**src/hw/rtl/qts_pkg.sv**
```systemverilog
package qts_pkg;

	localparam int CAPACITY_MAX = 4096;
	localparam int LIMIT_W = 13;
	localparam int ESC_W = 8;
	localparam int BYTE_W = 8;
	localparam int POS_W = 12;
	localparam int NEED_W = 16;
	localparam int APB_AW = 3;
	localparam int APB_DW = 32;

	localparam logic [LIMIT_W-1:0] LIMIT_RESET = LIMIT_W'(256);
	localparam logic [ESC_W-1:0] ESC_RESET = ESC_W'(92);

	localparam logic [BYTE_W-1:0] CH_NUL = 8'h00;
	localparam logic [BYTE_W-1:0] CH_LF = 8'h0A;
	localparam logic [BYTE_W-1:0] CH_CR = 8'h0D;
	localparam logic [BYTE_W-1:0] CH_SPACE = 8'h20;
	localparam logic [BYTE_W-1:0] CH_DQUOTE = 8'h22;
	localparam logic [BYTE_W-1:0] CH_SQUOTE = 8'h27;

	typedef enum logic [1:0] {
		DELIM_SPACE = 2'd0,
		DELIM_DQUOTE = 2'd1,
		DELIM_SQUOTE = 2'd2
	} delim_t;

	typedef enum logic [1:0] {
		ST_OK = 2'd0,
		ST_UNTERM = 2'd1,
		ST_OVERFLOW = 2'd2
	} status_t;

	typedef enum logic {
		KIND_CHAR = 1'b0,
		KIND_END = 1'b1
	} kind_t;

	typedef enum logic {
		REG_LIMIT = 1'b0,
		REG_ESCAPE = 1'b1
	} reg_idx_t;

	typedef struct packed {
		logic kind;
		logic [BYTE_W-1:0] char_value;
		logic [POS_W-1:0] position;
		logic stored;
		logic [1:0] status;
		logic [NEED_W-1:0] needed_length;
		logic terminator_consumed;
	} result_t;

	typedef struct packed {
		logic [LIMIT_W-1:0] buffer_limit;
		logic [ESC_W-1:0] escape_char;
	} cfg_t;

endpackage

```
**src/hw/rtl/qts_cfg.sv**
```systemverilog
module qts_cfg (
	input logic clk,
	input logic arst_n,
	input logic psel,
	input logic penable,
	input logic pwrite,
	input logic [qts_pkg::APB_AW-1:0] paddr,
	input logic [qts_pkg::APB_DW-1:0] pwdata,
	output logic [qts_pkg::APB_DW-1:0] prdata,
	output logic pready,
	output qts_pkg::cfg_t cfg
);
	import qts_pkg::*;

	logic [LIMIT_W-1:0] limit_q;
	logic [ESC_W-1:0] esc_q;
	reg_idx_t idx;
	logic wr_en;

	assign idx = reg_idx_t'(paddr[2]);
	assign wr_en = psel & penable & pwrite;
	assign pready = 1'b1;

	always_ff @(posedge clk or negedge arst_n) begin
		if (!arst_n) begin
			limit_q <= LIMIT_RESET;
			esc_q <= ESC_RESET;
		end else if (wr_en) begin
			unique case (idx)
				REG_LIMIT: limit_q <= pwdata[LIMIT_W-1:0];
				REG_ESCAPE: esc_q <= pwdata[ESC_W-1:0];
				default: ;
			endcase
		end
	end

	always_comb begin
		unique case (idx)
			REG_LIMIT: prdata = APB_DW'(limit_q);
			REG_ESCAPE: prdata = APB_DW'(esc_q);
			default: prdata = '0;
		endcase
	end

	assign cfg.buffer_limit = limit_q;
	assign cfg.escape_char = esc_q;

endmodule

```
**src/hw/rtl/qts_scan.sv**
```systemverilog
module qts_scan (
	input logic clk,
	input logic arst_n,
	input logic advance,
	input logic [qts_pkg::BYTE_W-1:0] byte_in,
	input qts_pkg::cfg_t cfg,
	output logic res_valid,
	output qts_pkg::result_t res
);
	import qts_pkg::*;

	logic in_token_q;
	delim_t delim_q;
	logic esc_q;
	logic [LIMIT_W-1:0] used_q;
	logic [NEED_W-1:0] need_q;
	logic full_q;

	logic in_token_d;
	delim_t delim_d;
	logic esc_d;
	logic [LIMIT_W-1:0] used_d;
	logic [NEED_W-1:0] need_d;
	logic full_d;

	logic [LIMIT_W-1:0] eff_limit;
	delim_t cur_delim;
	logic cur_esc;
	logic [LIMIT_W-1:0] cur_used;
	logic [NEED_W-1:0] cur_need;
	logic cur_full;
	logic [NEED_W-1:0] need_inc;
	logic [LIMIT_W-1:0] used_inc;
	logic [BYTE_W-1:0] delim_byte;
	logic quoted;
	logic is_end;
	logic full0;

	assign eff_limit = (cfg.buffer_limit > LIMIT_W'(CAPACITY_MAX)) ?
		LIMIT_W'(CAPACITY_MAX) : cfg.buffer_limit;
	assign full0 = (eff_limit == '0);

	always_comb begin
		if (in_token_q) begin
			cur_delim = delim_q;
			cur_esc = esc_q;
			cur_used = used_q;
			cur_need = need_q;
			cur_full = full_q;
		end else begin
			cur_delim = DELIM_SPACE;
			cur_esc = 1'b0;
			cur_used = '0;
			cur_need = '0;
			cur_full = full0;
		end
		case (cur_delim)
			DELIM_DQUOTE: delim_byte = CH_DQUOTE;
			DELIM_SQUOTE: delim_byte = CH_SQUOTE;
			default: delim_byte = CH_SPACE;
		endcase
		quoted = (cur_delim != DELIM_SPACE);
		need_inc = (cur_need == '1) ? cur_need : cur_need + NEED_W'(1);
		used_inc = cur_used + LIMIT_W'(1);
		is_end = !cur_esc && (byte_in == CH_NUL || byte_in == CH_CR ||
			byte_in == CH_LF || byte_in == delim_byte);

		in_token_d = 1'b1;
		delim_d = cur_delim;
		esc_d = 1'b0;
		used_d = cur_used;
		need_d = cur_need;
		full_d = cur_full;
		res_valid = 1'b0;
		res.kind = KIND_CHAR;
		res.char_value = byte_in;
		res.position = cur_full ? '0 : cur_used[POS_W-1:0];
		res.stored = !cur_full;
		res.status = ST_OK;
		res.needed_length = need_inc;
		res.terminator_consumed = 1'b0;

		if (!in_token_q && byte_in == CH_NUL) begin
			// empty token
			in_token_d = 1'b0;
			need_d = NEED_W'(1);
			res_valid = 1'b1;
			res.kind = KIND_END;
			res.char_value = CH_NUL;
			res.position = '0;
			res.status = full0 ? ST_OVERFLOW : ST_OK;
			res.needed_length = NEED_W'(1);
		end else if (!in_token_q && byte_in == CH_DQUOTE) begin
			delim_d = DELIM_DQUOTE;
		end else if (!in_token_q && byte_in == CH_SQUOTE) begin
			delim_d = DELIM_SQUOTE;
		end else if (is_end) begin
			in_token_d = 1'b0;
			need_d = need_inc;
			res_valid = 1'b1;
			res.kind = KIND_END;
			res.char_value = CH_NUL;
			res.terminator_consumed = quoted && (byte_in == delim_byte);
			if (quoted && byte_in != delim_byte) begin
				res.status = ST_UNTERM;
			end else if (cur_full) begin
				res.status = ST_OVERFLOW;
			end
		end else if (!cur_esc && byte_in == cfg.escape_char) begin
			esc_d = 1'b1;
		end else begin
			need_d = need_inc;
			res_valid = 1'b1;
			if (!cur_full) begin
				used_d = used_inc;
				full_d = (used_inc >= eff_limit);
			end
		end
	end

	always_ff @(posedge clk or negedge arst_n) begin
		if (!arst_n) begin
			in_token_q <= 1'b0;
			delim_q <= DELIM_SPACE;
			esc_q <= 1'b0;
			used_q <= '0;
			need_q <= '0;
			full_q <= 1'b0;
		end else if (advance) begin
			in_token_q <= in_token_d;
			delim_q <= delim_d;
			esc_q <= esc_d;
			used_q <= used_d;
			need_q <= need_d;
			full_q <= full_d;
		end
	end

endmodule

```
**src/hw/rtl/quoted_token_scanner.sv**
```systemverilog
// channel    | handshake            | payload
// input      | in_valid, in_ready   | byte_value
// output     | out_valid, out_ready | kind, char_value, position, stored, status,
//            |                      | needed_length, terminator_consumed
// config     | psel, penable, pwrite| paddr, pwdata, prdata, pready
//
// one byte per cycle sustained while the result register is not stalled
// bytes go through an input register, the scan decision, then the result register
// a stalled result holds the result register and the byte waiting in the input register;
// in_ready drops while both are held and returns the cycle the result is taken
// reset clears the scan state to awaiting token start and loads register defaults
module quoted_token_scanner (
	input logic clk,
	input logic arst_n,
	input logic in_valid,
	output logic in_ready,
	input logic [qts_pkg::BYTE_W-1:0] byte_value,
	output logic out_valid,
	input logic out_ready,
	output logic kind,
	output logic [qts_pkg::BYTE_W-1:0] char_value,
	output logic [qts_pkg::POS_W-1:0] position,
	output logic stored,
	output logic [1:0] status,
	output logic [qts_pkg::NEED_W-1:0] needed_length,
	output logic terminator_consumed,
	input logic psel,
	input logic penable,
	input logic pwrite,
	input logic [qts_pkg::APB_AW-1:0] paddr,
	input logic [qts_pkg::APB_DW-1:0] pwdata,
	output logic [qts_pkg::APB_DW-1:0] prdata,
	output logic pready
);
	import qts_pkg::*;

	cfg_t cfg;
	logic valid_s1;
	logic [BYTE_W-1:0] byte_s1;
	logic valid_s2;
	result_t res_s2;
	logic advance;
	logic res_valid;
	result_t res;

	qts_cfg u_cfg (
		.clk(clk),
		.arst_n(arst_n),
		.psel(psel),
		.penable(penable),
		.pwrite(pwrite),
		.paddr(paddr),
		.pwdata(pwdata),
		.prdata(prdata),
		.pready(pready),
		.cfg(cfg)
	);

	qts_scan u_scan (
		.clk(clk),
		.arst_n(arst_n),
		.advance(advance),
		.byte_in(byte_s1),
		.cfg(cfg),
		.res_valid(res_valid),
		.res(res)
	);

	assign advance = valid_s1 && (!valid_s2 || out_ready);
	assign in_ready = !valid_s1 || advance;

	always_ff @(posedge clk or negedge arst_n) begin
		if (!arst_n) begin
			valid_s1 <= 1'b0;
			valid_s2 <= 1'b0;
		end else begin
			if (in_ready) begin
				valid_s1 <= in_valid;
			end
			if (advance) begin
				valid_s2 <= res_valid;
			end else if (out_ready) begin
				valid_s2 <= 1'b0;
			end
		end
	end

	always_ff @(posedge clk) begin
		if (in_ready && in_valid) begin
			byte_s1 <= byte_value;
		end
		if (advance && res_valid) begin
			res_s2 <= res;
		end
	end

	assign out_valid = valid_s2;
	assign kind = res_s2.kind;
	assign char_value = res_s2.char_value;
	assign position = res_s2.position;
	assign stored = res_s2.stored;
	assign status = res_s2.status;
	assign needed_length = res_s2.needed_length;
	assign terminator_consumed = res_s2.terminator_consumed;

endmodule

```
**config.mk**
```make
export PLATFORM = sky130hd
export DESIGN_NAME = quoted_token_scanner
export DESIGN_NICKNAME = d
export VERILOG_FILES = /design/src/hw/rtl/qts_pkg.sv /design/src/hw/rtl/qts_cfg.sv /design/src/hw/rtl/qts_scan.sv /design/src/hw/rtl/quoted_token_scanner.sv
export SDC_FILE = /design/constraint.sdc
export NUM_CORES = 1
export LEC_CHECK = 0
export BUFFER_PORTS_ARGS = -buffer_cell sky130_fd_sc_hd__buf_4
export CAP_MARGIN = 20
export CORE_MARGIN = 2
export CORE_UTILIZATION = 55
export DETAILED_ROUTE_END_ITERATION = 7
export HOLD_SLACK_MARGIN = 0.1
export PLACE_DENSITY = 0.81
export SLEW_MARGIN = 20
export SYNTH_ARGS = -nofsm -noshare
export SYNTH_HDL_FRONTEND = slang
export SYNTH_SLANG_ARGS = --single-unit
```
**constraint.sdc**
```tcl
create_clock -name clk -period 6.15 [get_ports clk]
set_clock_uncertainty 0.15 [all_clocks]
set_input_delay 0.615 -clock clk [delete_from_list [all_inputs] [get_ports clk]]
set_output_delay 0.615 -clock clk [all_outputs]
set_load 0.005 [all_outputs]
```
==> metrics.md, run 1 <==
| Metric | Value |
|---|---|
| Area Growth Syn to Fin | 14.3% |
| DP HPWL | 8690 um |
| Fin. max-slew vios | 0 |
| Synth warn | 0 |
| Routed via count | 4,248 |
| Reg-to-reg critical path startpoint | u_scan.in_token_q |
| Area of the multi-input gates | approximately 2600 sq um |
| Clk_lat worst skew | ~380 ps |
| Die width | 106 um |
| Pin count of the biggest net entering global routing | slightly below 60 |
| CTS Buffer Depth | 2 |
| CTS Buf Count | 9 |
| Post-synth EDFFs | a little under 50 |
| Slew margin rel. | 0.346 |
| Final setup vio count | 0 |
| Synth Area in Compound Gates | 0.117 |
| Hold Fails Final Rpt | 0 |
| Final wirelength | roughly 12,000 um |
| Std-Cell Rows | 37 |
| CP Class | reg2reg |
| Boundary Pins | roughly 130 |
| Count of cell types in the netlist | 67 |
| Main flop type after synthesis | dfrtp_1 |
| Total Neg Setup Slack | 0 ps |
| Grt ovf | 0 |
| Worst-path clk slew | roughly 100 ps |
| Synth Area in XOR/XNOR | 0.0492 |
| DRC | 0 |
| CTS hold repair buffers | 0 |
| Post-Synthesis Cell Area | 5690 sq um |
| P_leak | 2.76 nW |
| Avg Cell Area, Syn | around 11 sq um |
| Final #Nets | 650 |
| Pwr Total | 0.00180 W |
| Critical Path RT | roughly 6100 ps |
| Startpoint Class | flip-flop |
| Pwr/cell area | 277 nW/um^2 |
| CTS tree | done |
| Setup ws final | 2130 ps |
| Fillers | 819 |
| DR pass1 iterations | 5 |
| Initial core utilization | 0.559 |
| Post-DRT Antenna Nets | 0 |
| Largest family of logic cells by synthesized area | simple AND/OR/NAND/NOR gates |
| First-pass GRT wire length | 19,900 um |
| DRT iter0 DRCs | 286 |
| Clock root buffer | clkbuf_8 |
| Reg area | 2900 sq um |
| Maxcap violations | 0 |
| Crit end category | flip-flop |
| Max Freq | 249 MHz |
| Total GRT Usage | 0.225 |
| Vias per cell | 5.87 |
| Post-synthesis simple-gate area fraction | 0.164 |
| Worst vdd ir | 0.160 mV |
| Core ar. | 10,200 sq um |
| Antenna violations before repair | 0 |
| CP Max Fanout | 28 |
| Most common cell after layout, fill and taps aside | buf_4 |
| Min Tclk post-route | ~4000 ps |
| H-tree Lvls | 3 |
| Sequential-to-total area share from yosys stat | 0.510 |
| Port Buffers | 84 |
| DIE HEIGHT | 106 um |
| Tcrit/Tclk final | 0.653 |
| Vias in the first global route | about 4,100 |
| Utilization after layout | 0.639 |
| Flops & latches, synth | roughly 110 |
| Post-CTS Setup Bufs | 0 |
| # clock sinks | about 110 |
| Layout cells sized above 1 | 0.252 |
| Status | complete, no violations |
| Cells after Synth | 511 |
| Most frequent cells in the layout | 86 x buf_4, 53 x nand2_1, 52 x dfrtp_1 |
| Adder-Cell Fraction of Synth Area | 0.0374 |
| Worst Max-Slew Pin Slew | 976 ps |
| CTS resizes | 0 |
| WP data arrival | a little under 4000 ps |
| RSZ-0062 raised after global routing | false |
| Antenna Cells | 0 |
| Hold WS | around 120 ps |
| HP Class | in2async |
| Dpl ws | about 2200 ps |
| GPL Wtd Cong | 0.896 |
| Multiplexer share of the synthesized area | 0.0679 |
| Routed len/inst | between 15 and 20 um |
| Asr flop ratio synth | 0.538 |
| CP Launch Point | u_scan.in_token_q |
| Die area | 11,200 sq um |
==> per-layer routing <==
layer | up-vias | global-route usage | part of all wire
met5 | - | 0 | 0
met4 | 0 | 0.0686 | 0.014
met3 | 17 | 0.0489 | 0.059
met2 | 186 | 0.395 | 0.51
met1 | 2061 | 0.279 | 0.41
li1 | 1984 | - | -
==> cell families (layout without fill, tap and decap cells) <==
kind of cell               Yosys count  after routing
and+or+nand+nor                    181            181
DFF                                106            106
AOI/OAI and AO/OA                   85             85
buffers and inverters               53            112
muxes                               35             35
xor gates and xnor gates            32             32
adders and majority gates           17             17
other                                2             20
==> final cells by class <==
type,instances,share of cell area
Timing Repair Buffer,86,0.0992
Multi-Input combinational cell,370,0.395
Inverter,10,0.00577
Tap cell,136,0.0262
Clock inverter,3,0.00616
Clock buffer,13,0.0214
Sequential cell,106,0.446
==> registers in the layout, summed over array words and instances (netlist names) <==
signal,count
terminator_consumed,1
valid_s1,1
u_scan.delim_q,2
u_scan.used_q,13
u_scan.full_q,1
u_cfg.esc_q,8
position,12
needed_length,16
u_scan.need_q,16
kind,1
byte_s1,8
u_cfg.limit_q,13
char_value,8
u_scan.esc_q,1
stored,1
status,2
out_valid,1
u_scan.in_token_q,1
==> worst paths after layout <==
kind                                           to  cells after the start  slack, ps
worst max-delay path             needed_length[7]                      8       2130
worst min-delay path             u_scan.need_q[3]                      1        120
worst max register to register   needed_length[7]                      8       2130
worst min register to register  u_scan.delim_q[0]                      2        360
max in group asynchronous        u_cfg.limit_q[0]                      1       5210
min in group clk                       byte_s1[3]                      1        260
==> worst max-delay path, cell delays in order (launching register included) <==
cell,delay [ps]
dfrtp_1,750
nand2_1,200
ha_1,360
xnor2_1,200
o2111ai_2,220
o31ai_4,180
nor2_1,280
nor3_2,840
buf_4,490
==> synthesized netlist by cell type (all sizes together), types with 2 or more instances <==
master / instances / share of area
o311a: 3 / 0.0053
conb: 2 / 0.0013
nor4: 10 / 0.012
mux2i: 6 / 0.011
dfrtp: 52 / 0.23
mux2: 29 / 0.057
a32o: 11 / 0.019
ha: 17 / 0.037
o21a: 2 / 0.0026
nor3: 16 / 0.016
o2111ai: 2 / 0.0042
a21o: 5 / 0.0066
clkbuf: 16 / 0.011
a41o: 2 / 0.0035
nand3: 18 / 0.016
a211oi: 2 / 0.0026
a21oi: 11 / 0.0097
buf: 27 / 0.035
xnor2: 18 / 0.028
xor2: 14 / 0.022
o31ai: 3 / 0.0064
a31o: 3 / 0.0046
a22o: 5 / 0.0077
and2: 18 / 0.020
nand3b: 2 / 0.0026
nand2: 53 / 0.035
and4: 3 / 0.0046
o21ai: 14 / 0.013
dfstp: 5 / 0.023
o211ai: 5 / 0.0066
or4: 2 / 0.0026
nand4: 6 / 0.0066
a31oi: 5 / 0.0055
inv: 10 / 0.0066
nor3b: 2 / 0.0026
nor2b: 5 / 0.0055
edfxtp: 49 / 0.26
nand2b: 4 / 0.0044
a22oi: 2 / 0.0026
or3: 5 / 0.0055
nor2: 28 / 0.019
and3: 5 / 0.0064
==> per-stage QoR <==
step | instance area, sq um | std cells
after floorplan | 5760 | 529
after global placement | 6320 | 708
after detailed placement | 6320 | 708
after CTS | 6500 | 724
after global routing | 6500 | 724
final | 6500 | 724
==> where the power goes <==
group | internal (W) | total [W] | leakage (nW) | switching, W
logic | 0.000209 | 0.000443 | 1.46 | 0.000234
clock network | 0.000188 | 0.000415 | 0.0914 | 0.000227
registers | 0.000852 | 0.000941 | 1.21 | 0.0000889
total | 0.00125 | 0.00180 | 2.76 | 0.000551
(Power assumes the default switching activity.)
==> run 2, diff against run 1 <==
Clock period 6.15 ns to 4.1 ns, I/O delays scaled along.
==> run 2 against run 1 <==
  * Sequential share of layout area decreased by 1.1 points
  * Critical path depth increased by 6
  * Via count increased by 1.1%
  * Non-clock buffer count increased by 15
  * First-iteration DRC count increased by 14%
  * Largest power group unchanged
==> metrics.md, run 2 (same netlist as run 1, synthesis figures left out) <==
| Metric | Value |
|---|---|
| CP Max Fanout | 12 (-57%) |
| Routed len/inst | 16.5 um (-2.1%) |
| CTS tree | done |
| Slowest CP cell | nor4_1 |
| CP peak stage delay | 450 ps (-390 ps) |
| Total Neg Setup Slack | 0 ps (unchanged) |
| GPL Wtd Cong | 0.884 (-1.3%) |
| Worst-path clk slew | 100 ps (about the same) |
| Max Freq | 289 MHz (+16%) |
| Slew margin rel. | 0.401 (+0.0549) |
| HP Start | pwdata[9] |
| Total GRT Usage | 0.227 (+0.00199) |
| Clock root buffer | clkbuf_8 |
| Startpoint Class | flip-flop |
| Final instance area | 6670 sq um (+2.5%) |
| Layout cells sized above 1 | 0.254 (+0.00203) |
| Pin count of the biggest net entering global routing | 58 (unchanged) |
| Vias per cell | 5.81 (-0.95%) |
| DIE HEIGHT | 106 um (unchanged) |
| Area Growth Syn to Fin | 17.1% |
| Antenna Cells | 0 (unchanged) |
| Die width | 106 um (unchanged) |
| Clk_lat worst skew | 370 ps (about the same) |
| Most frequent cells in the layout | 89 x buf_4, 53 x nand2_1, 52 x dfrtp_1 |
| Post-DRT Antenna Nets | 0 (unchanged) |
| Vias in the first global route | 4,140 (unchanged) |
| Fin. max-slew vios | 0 (unchanged) |
| Antenna violations before repair | 0 (unchanged) |
| Boundary Pins | 126 (unchanged) |
| Hold Fails Final Rpt | 0 (unchanged) |
| Core ar. | 10,200 sq um (unchanged) |
| Worst Max-Slew Pin Slew | 897 ps (-79.3 ps) |
| DP HPWL | 8600 um (-1.1%) |
| Crit-path leading delay family | simple AND/OR/NAND/NOR gates |
| DR pass1 iterations | 5 (unchanged) |
| Worst vdd ir | 0.270 mV (+68%) |
| DP Area | 6350 sq um (+0.46%) |
| Setup ws final | 642 ps (-1490 ps) |
| Min Tclk post-route | 3460 ps (-558 ps) |
| Tcrit/Tclk final | 0.843 (+0.190) |
| DRT iter0 DRCs | 327 (+14%) |
| Hold depth | 2 |
| First-pass GRT wire length | 20,100 um (+0.97%) |
| Crit end category | flip-flop |
| Routed via count | 4,295 (+1.1%) |
| DRC | 0 (unchanged) |
| Most common cell after layout, fill and taps aside | buf_4 |
| Final wirelength | 12,200 um (about the same) |
| Hold Path Sink | u_cfg.limit_q[9] |
| HP Class | in2reg |
| # clock sinks | 106 (unchanged) |
| CTS Buf Count | 9 (unchanged) |
| Crit path cell chain | buf_4 -> and2_1 -> ha_1 -> nand3_1 -> nor4_1 -> nand3_1 -> xor2_1 -> nor2_1 -> ha_1 -> nand4_1 -> a21oi_1 -> a221oi_1 -> nor3_1 -> a211o_1 |
| Post-CTS Setup Bufs | 0 (unchanged) |
| Grt ovf | 0 (unchanged) |
| CTS Buffer Depth | 2 (unchanged) |
| Critical R2R Capture | u_scan.full_q |
| Dpl ws | 743 ps (-1410 ps) |
| Initial core utilization | 0.559 (unchanged) |
| Final setup vio count | 0 (unchanged) |
| Port Buffers | 84 (unchanged) |
| Std-Cell Rows | 37 (unchanged) |
| Maxcap violations | 0 (unchanged) |
| Worst Path Buf+Inv | 1 (unchanged) |
| Status | complete, no violations |
| WP data arrival | 3580 ps (-340 ps) |
| H-tree Lvls | 3 (unchanged) |
| CP Launch Point | u_scan.in_token_q |
| Flop-to-flop setup slack | 640 ps (-1490 ps) |
| Pwr/cell area | 411 nW/um^2 (+48%) |
| Die area | 11,200 sq um (unchanged) |
| Reg-to-reg critical path startpoint | u_scan.in_token_q |
| Cells on worst reg2reg path | 14 (+6) |
| P_leak | 2.83 nW (+2.3%) |
| Critical Path RT | 4220 ps (-1830 ps) |
| RSZ-0062 raised after global routing | false |
| Final #Nets | 665 (+2.3%) |
| CP Class | reg2reg |
==> run 2: how the worst max path moves through the flow <==
stage | to | cells after the start
3_5_place_dp | u_scan.full_q | 14
4_1_cts | u_scan.full_q | 14
2_1_floorplan | char_value[0] | 10
3_3_place_gp | u_scan.full_q | 14
6_report | u_scan.full_q | 14
5_1_grt | u_scan.full_q | 14
==> run 2: power by group <==
part           total, W  switching [W]  internal (W)
Sequential      0.00140       0.000124       0.00128
Combinational  0.000690       0.000363      0.000326
Clock          0.000647       0.000350      0.000297
==> run 2: through the flow <==
step            util  hold WS [ps]  total power, W  instances
2_1_floorplan      -         -35.6         0.00183        529
3_3_place_gp   0.623           317         0.00206        711
3_5_place_dp   0.623           317         0.00210        711
4_1_cts        0.655           100         0.00274        739
5_1_grt        0.655           107         0.00288        739
6_report       0.655           115         0.00274        739
==> run 2: layout make-up <==
type                            count  area, sq um
Multi-Input combinational cell    370         2570
Tap cell                          136          170
Timing Repair Buffer              101          788
Fill cell                         779         3520
Inverter                           10         37.5
Clock inverter                      5         55.1
Sequential cell                   106         2900
Clock buffer                       11          141
==> run 2: what timing repair did <==
item	in CTS	in global routing
gates resized for setup	0	0
endpoints found under the hold margin	63	0
setup endpoints to repair	0	0
hold buffers	12	0
==> run 2: metal layers <==
metal / up-vias / share of wire / global-route usage
met5: - / 0 / 0
met4: 0 / 0.019 / 0.0799
met3: 27 / 0.061 / 0.0464
met2: 165 / 0.49 / 0.381
met1: 2072 / 0.43 / 0.294
li1: 2031 / - / -
